`config.mk`:
```
export PLATFORM = sky130hd
export DESIGN_NAME = rc4fk_sched
export DESIGN_NICKNAME = d
export VERILOG_FILES = /design/src/hdl/rc4fk_pkg.sv /design/src/hdl/rc4fk_sched.sv
export SDC_FILE = /design/constraint.sdc
export NUM_CORES = 2
export LEC_CHECK = 0
export ABC_AREA = 1
export BUFFER_PORTS_ARGS = -buffer_cell sky130_fd_sc_hd__buf_2
export CELL_PAD_IN_SITES_DETAIL_PLACEMENT = 0
export CELL_PAD_IN_SITES_GLOBAL_PLACEMENT = 1
export CORE_UTILIZATION = 35
export CTS_BUF_LIST = sky130_fd_sc_hd__clkbuf_8
export DETAILED_ROUTE_END_ITERATION = 12
export PLACE_DENSITY = 0.66
export SYNTH_ARGS = -nofsm -noshare
export SYNTH_HDL_FRONTEND = slang
export SYNTH_SLANG_ARGS = --single-unit
```
`constraint.sdc`:
```
create_clock -name clk -period 13.8 [get_ports clk]
set_input_delay 1.38 -clock clk [delete_from_list [all_inputs] [get_ports clk]]
set_output_delay 1.38 -clock clk [all_outputs]
set_load 0.05 [all_outputs]
```
`src/hdl/rc4fk_pkg.sv`:
```
// ----------------------------------------------------------------------------
// rc4fk_pkg
// Shared types and codes of the RC4 fixed keystream block.
// ----------------------------------------------------------------------------
package rc4fk_pkg;

  typedef logic [7:0] byte_t;

  localparam logic OP_KEY  = 1'b0;
  localparam logic OP_DATA = 1'b1;

  // keystream memory write port driven by the scheduler
  typedef struct packed {
    logic  en;
    byte_t addr;
    byte_t data;
  } ks_wr_t;

endpackage

```
`src/hdl/rc4fk_sched.sv`:
```
// ----------------------------------------------------------------------------
// rc4fk_sched
// Permutation fill and key schedule over the permutation memory, then the fixed keystream build.
// ----------------------------------------------------------------------------
module rc4fk_sched #(
  parameter int CW      = 9,
  parameter int KW      = 8
) (
  input  logic                clk,
  input  logic                rst,
  input  logic                start,
  input  logic [CW-1:0]       key_len,
  output logic [KW-1:0]       key_raddr,
  input  rc4fk_pkg::byte_t    key_rdata,
  output rc4fk_pkg::ks_wr_t   ks_wr,
  output logic                done
);

  localparam logic [3:0] S_IDLE = 4'd0;
  localparam logic [3:0] S_INIT = 4'd1;
  localparam logic [3:0] K_RD   = 4'd2;
  localparam logic [3:0] K_J    = 4'd3;
  localparam logic [3:0] K_WI   = 4'd4;
  localparam logic [3:0] K_WJ   = 4'd5;
  localparam logic [3:0] G_RN   = 4'd6;
  localparam logic [3:0] G_RI   = 4'd7;
  localparam logic [3:0] G_RO   = 4'd8;
  localparam logic [3:0] G_W    = 4'd9;

  logic [3:0]       state;
  logic [3:0]       state_next;
  rc4fk_pkg::byte_t idx;
  rc4fk_pkg::byte_t j;
  rc4fk_pkg::byte_t si;
  rc4fk_pkg::byte_t sn;
  logic [KW-1:0]    k;
  logic [CW-1:0]    len;
  logic [CW-1:0]    k_inc;

  rc4fk_pkg::byte_t perm_mem [256];
  rc4fk_pkg::byte_t perm_rdata;
  rc4fk_pkg::byte_t raddr;
  rc4fk_pkg::byte_t waddr;
  rc4fk_pkg::byte_t wdata;
  rc4fk_pkg::byte_t j_new;
  rc4fk_pkg::byte_t n;
  logic             we;
  logic             idx_last;

  assign n        = idx + 8'd1;
  assign j_new    = j + perm_rdata + key_rdata;
  assign idx_last = (idx == 8'hFF);
  assign k_inc    = CW'(k) + CW'(1);
  assign key_raddr = k;

  always_comb begin
    state_next = state;
    raddr      = idx;
    we         = 1'b0;
    waddr      = idx;
    wdata      = idx;
    ks_wr.en   = 1'b0;
    ks_wr.addr = idx;
    ks_wr.data = perm_rdata;
    done       = 1'b0;
    unique case (state)
      S_IDLE: begin
        if (start) state_next = S_INIT;
      end
      S_INIT: begin
        we = 1'b1;
        if (idx_last) state_next = K_RD;
      end
      K_RD: begin
        state_next = K_J;
      end
      K_J: begin
        raddr      = j_new;
        state_next = K_WI;
      end
      K_WI: begin
        we         = 1'b1;
        wdata      = perm_rdata;
        state_next = K_WJ;
      end
      K_WJ: begin
        we         = 1'b1;
        waddr      = j;
        wdata      = si;
        state_next = idx_last ? G_RN : K_RD;
      end
      G_RN: begin
        raddr      = n;
        state_next = G_RI;
      end
      G_RI: begin
        raddr      = perm_rdata + n;
        state_next = G_RO;
      end
      G_RO: begin
        raddr      = sn + perm_rdata;
        state_next = G_W;
      end
      G_W: begin
        ks_wr.en = 1'b1;
        if (idx_last) begin
          done       = 1'b1;
          state_next = S_IDLE;
        end else begin
          state_next = G_RN;
        end
      end
      default: state_next = S_IDLE;
    endcase
  end

  always_ff @(posedge clk) begin
    if (we) perm_mem[waddr] <= wdata;
    perm_rdata <= perm_mem[raddr];
  end

  always_ff @(posedge clk) begin
    if (rst) begin
      state <= S_IDLE;
      idx   <= '0;
      j     <= '0;
      k     <= '0;
      len   <= CW'(1);
    end else begin
      state <= state_next;
      case (state)
        S_IDLE: begin
          idx <= '0;
          j   <= '0;
          k   <= '0;
          if (start) len <= key_len;
        end
        S_INIT: idx <= idx + 8'd1;
        K_J: j <= j_new;
        K_WJ: begin
          idx <= idx + 8'd1;
          k   <= (k_inc == len) ? '0 : k_inc[KW-1:0];
        end
        G_W: idx <= idx + 8'd1;
        default: ;
      endcase
    end
  end

  always_ff @(posedge clk) begin
    if (state == K_J) si <= perm_rdata;
    if (state == G_RI) sn <= perm_rdata;
  end

endmodule

```
==> run_results.csv <==
group,metric,value,unit
timing,period_minus_slack,7.21,ns
timing,skew,0.0576,ns
timing,slew_headroom,0.188,
yosys,async_reset_ff_frac,0,
final_layout,fillers,25700,
placement,routabilityCongestion,0.834,
floorplanning,die_h,518,um
final_layout,layout_common_cells,"2064 x edfxtp_1, 2005 x nand3_1, 1748 x nand2_1",
critical_path,cpMostUsedCell,"nand3_1",
yosys,synthXorXnorAreaFrac,0.00141,
pwr,leakagePower,38.6,nW
routing,wl_per_cell,23.3,um
timing,setup_viol,0,
critical_path,critPathBufInv,5,
yosys,synth_mux_area_frac,0,
routing,antenna_left,0,
final_layout,final_common_cell,"edfxtp_1",
timing,period_share,0.523,
cts,clock_latency,1.09,ns
routing,drt_iter0_drc,7202,
critical_path,crit_family,"buffers and inverters",
cts,clock_path_buffers,4,
yosys,synth_cells,8510,
yosys,synth_ff_type,"edfxtp_1",
grt,grt_max_degree,186,
yosys,ys_ff_latch,2109,
routing,vias_per_cell,5.25,
timing,worst_slew_pin_slew,1.22,ns
cts,cts_setup_buffers,0,
hold_path,hold_class,"reg -> reg",
timing,rsz0062_at_grt,"no",
placement,port_buffers,45,
cts,cts_buffers,371,
critical_path,slowest_delay,0.82,ns
yosys,synth-simple-area-share,0.240,
final_layout,post-route-cell-area,0.103,mm2
yosys,synth_top_family_by_area,"simple AND/OR/NAND/NOR gates",
critical_path,crit_chain,"nor2_1, inv_1, nor2_1, o21ai_0, ha_1, a21oi_4, buf_4, buf_12, buf_4, buf_4, nand3_1, nand2_1, nand2_1, nand3_1, nand3_1, nand3_1, nand3_1, nand3_1, nand3_1, nand2_1",
flow_run,max_cap_viol_count,0,
placement,pre_cts_ws,6.38,ns
final_layout,drive_gt1_frac,0.0709,
grt,grt_pass1_vias,62200,
floorplanning,num_rows,189,
yosys,yosys_warnings,0,
floorplanning,ioPinCount,46,
timing,timing.final.ws_setup,6.59,ns
yosys,synth_nets,8555,
timing,clock.fmax,0.139,GHz
placement,dp_hpwl,153000,um
pwr,total_power,0.0159,W
yosys,synth-edff-count,2064,
cts,cts_tree,"built",
yosys,syn_area,0.0932,mm2
cts,cts_resized,0,
critical_path,cp_slowest_cell,"buf_4",
cts,clkSlewWorstSetupHoldPaths,0.06,ns
pwr,pwr_density_cell,155,mW/mm2
critical_path,crit_path_end_kind,"flop",
yosys,syn_area_per_cell,11.0,um2
outcome,status,"completed",
placement,dp.cells,11600,
floorplanning,start_util,0.352,
critical_path,arrival,8.22,ns
timing,fin_setup_tns,0,ns
grt,antenna_found_initial,12,
placement,placed_area,0.0962,mm2
routing,drc,0,
cts,cts.htree.levels,5,
final_layout,fin_nets,8478,
critical_path,cp_max_fo,185,
final_layout,stdcell_count,12300,
final_layout,areaGrowthSynthToFinish,10.1,%
cts,hold_buffers,0,
grt,grt_overflow,0,
floorplanning,core_area,0.265,mm2
yosys,yosysSeqAreaShare,0.674,
grt,gr-usage-all-layers,0.209,
floorplanning,fp.dieW,518,um
pwr,vdd_ir_drop_max,0.000130,V
yosys,synth_cell_types,41,
routing,dr.pass1.iters,7,
yosys,synthAdderAreaFrac,0.00408,
critical_path,cp.required,14.81,ns
yosys,synth_compound_area_frac,0.0145,
cts,cts.sink_count,2109,
timing,hold_violations,0,
routing,wl,286000,um
grt,grt_first_pass_wirelength,423000,um
floorplanning,dieArea,0.268,mm2
critical_path,cp-start-kind,"flop",
timing,drv_slew,0,
cts,cts_root_buf,"clkbuf_8",
critical_path,critPathKind,"reg -> reg",
routing,vias,64300,
## cell type report
class | instances | area [um2] | area share
diodes | 10 | 25.0 | 0.000244
clock buffers | 377 | 5190 | 0.0506
clock inverters | 274 | 1210 | 0.0118
inverters | 887 | 3340 | 0.0325
multi-input cells | 4928 | 24500 | 0.239
flip-flops and latches | 2109 | 62900 | 0.613
well taps | 3533 | 4420 | 0.0431
repair buffers | 136 | 1060 | 0.0103
## kinds of logic after synthesis
logic type | Yosys count
and+or+nand+nor | 4685
DFF | 2109
buffers and inverters | 1473
AOI/OAI and AO/OA | 203
adders and majority gates | 25
xor gates and xnor gates | 15
## worst reg2reg max path: stages (launching register included)
cell and delay [ns]:
dfxtp_1 0.34, nor2_1 0.18, inv_1 0.10, nor2_1 0.57
o21ai_0 0.17, ha_1 0.34, a21oi_4 0.17, buf_4 0.68
buf_12 0.65, buf_4 1.13, buf_4 0.88, nand3_1 0.20
nand2_1 0.10, nand2_1 0.05, nand3_1 0.13, nand3_1 0.09
nand3_1 0.11, nand3_1 0.27, nand3_1 0.34, nand3_1 0.47
nand2_1 0.17
## path summary, 6_finish.rpt
| kind | start | endpoint | slack (ns) | depth (start not counted) |
|---|---|---|---|---|
| max reg2reg | state[0] | perm_rdata[7] | 6.59 | 20 |
| min reg2reg | len[3] | len[3] | 0.48 | 2 |
| max | state[0] | perm_rdata[7] | 6.59 | 20 |
| min | len[3] | len[3] | 0.48 | 2 |
## through the flow
step                       util  hold slack [ns]
after floorplan               -            0.441
after global placement    0.363            0.465
after detailed placement  0.363            0.470
after CTS                 0.387            0.395
after global routing      0.387            0.426
final                     0.387            0.477
## sequential cells by signal, summed over array words and instances (netlist names)
signal      flops
perm_mem     2048
len             9
idx             8
j               8
key_raddr       8
perm_rdata      8
si              8
sn              8
state           4
## routing by layer
layer,wire length (um),track usage,vias up
li1,-,-,29300
met1,125000,0.290,32000
met2,132000,0.330,2439
met3,20300,0.0358,487
met4,8530,0.0717,2
met5,11,0,-
## where the power goes
group          total (W)  switching (W)  internal (W)
Sequential       0.00725      0.0000866       0.00716
Combinational    0.00348        0.00257      0.000912
Clock            0.00520        0.00260       0.00260
Total             0.0159        0.00525        0.0107
## cells in the mapped netlist, drive strengths merged (2+ instances only)
cell type / instances / area share
o211ai: 113 / 0.0091
nand3b: 574 / 0.046
o21ai: 35 / 0.0020
a2111oi: 2 / 0.00019
o2111ai: 2 / 0.00019
or2: 6 / 0.00040
xor2: 10 / 0.00094
nand4: 3 / 0.00020
edfxtp: 2064 / 0.66
nor3: 3 / 0.00016
inv: 887 / 0.036
buf: 455 / 0.025
fa: 9 / 0.0019
clkbuf: 131 / 0.0053
xnor2: 5 / 0.00047
dfxtp: 45 / 0.0097
a211oi: 2 / 0.00016
o21bai: 2 / 0.00016
ha: 16 / 0.0021
nor2: 313 / 0.013
nand2: 1766 / 0.071
a21oi: 41 / 0.0022
nand3: 2020 / 0.11
Power figures use the tool's default switching activity.
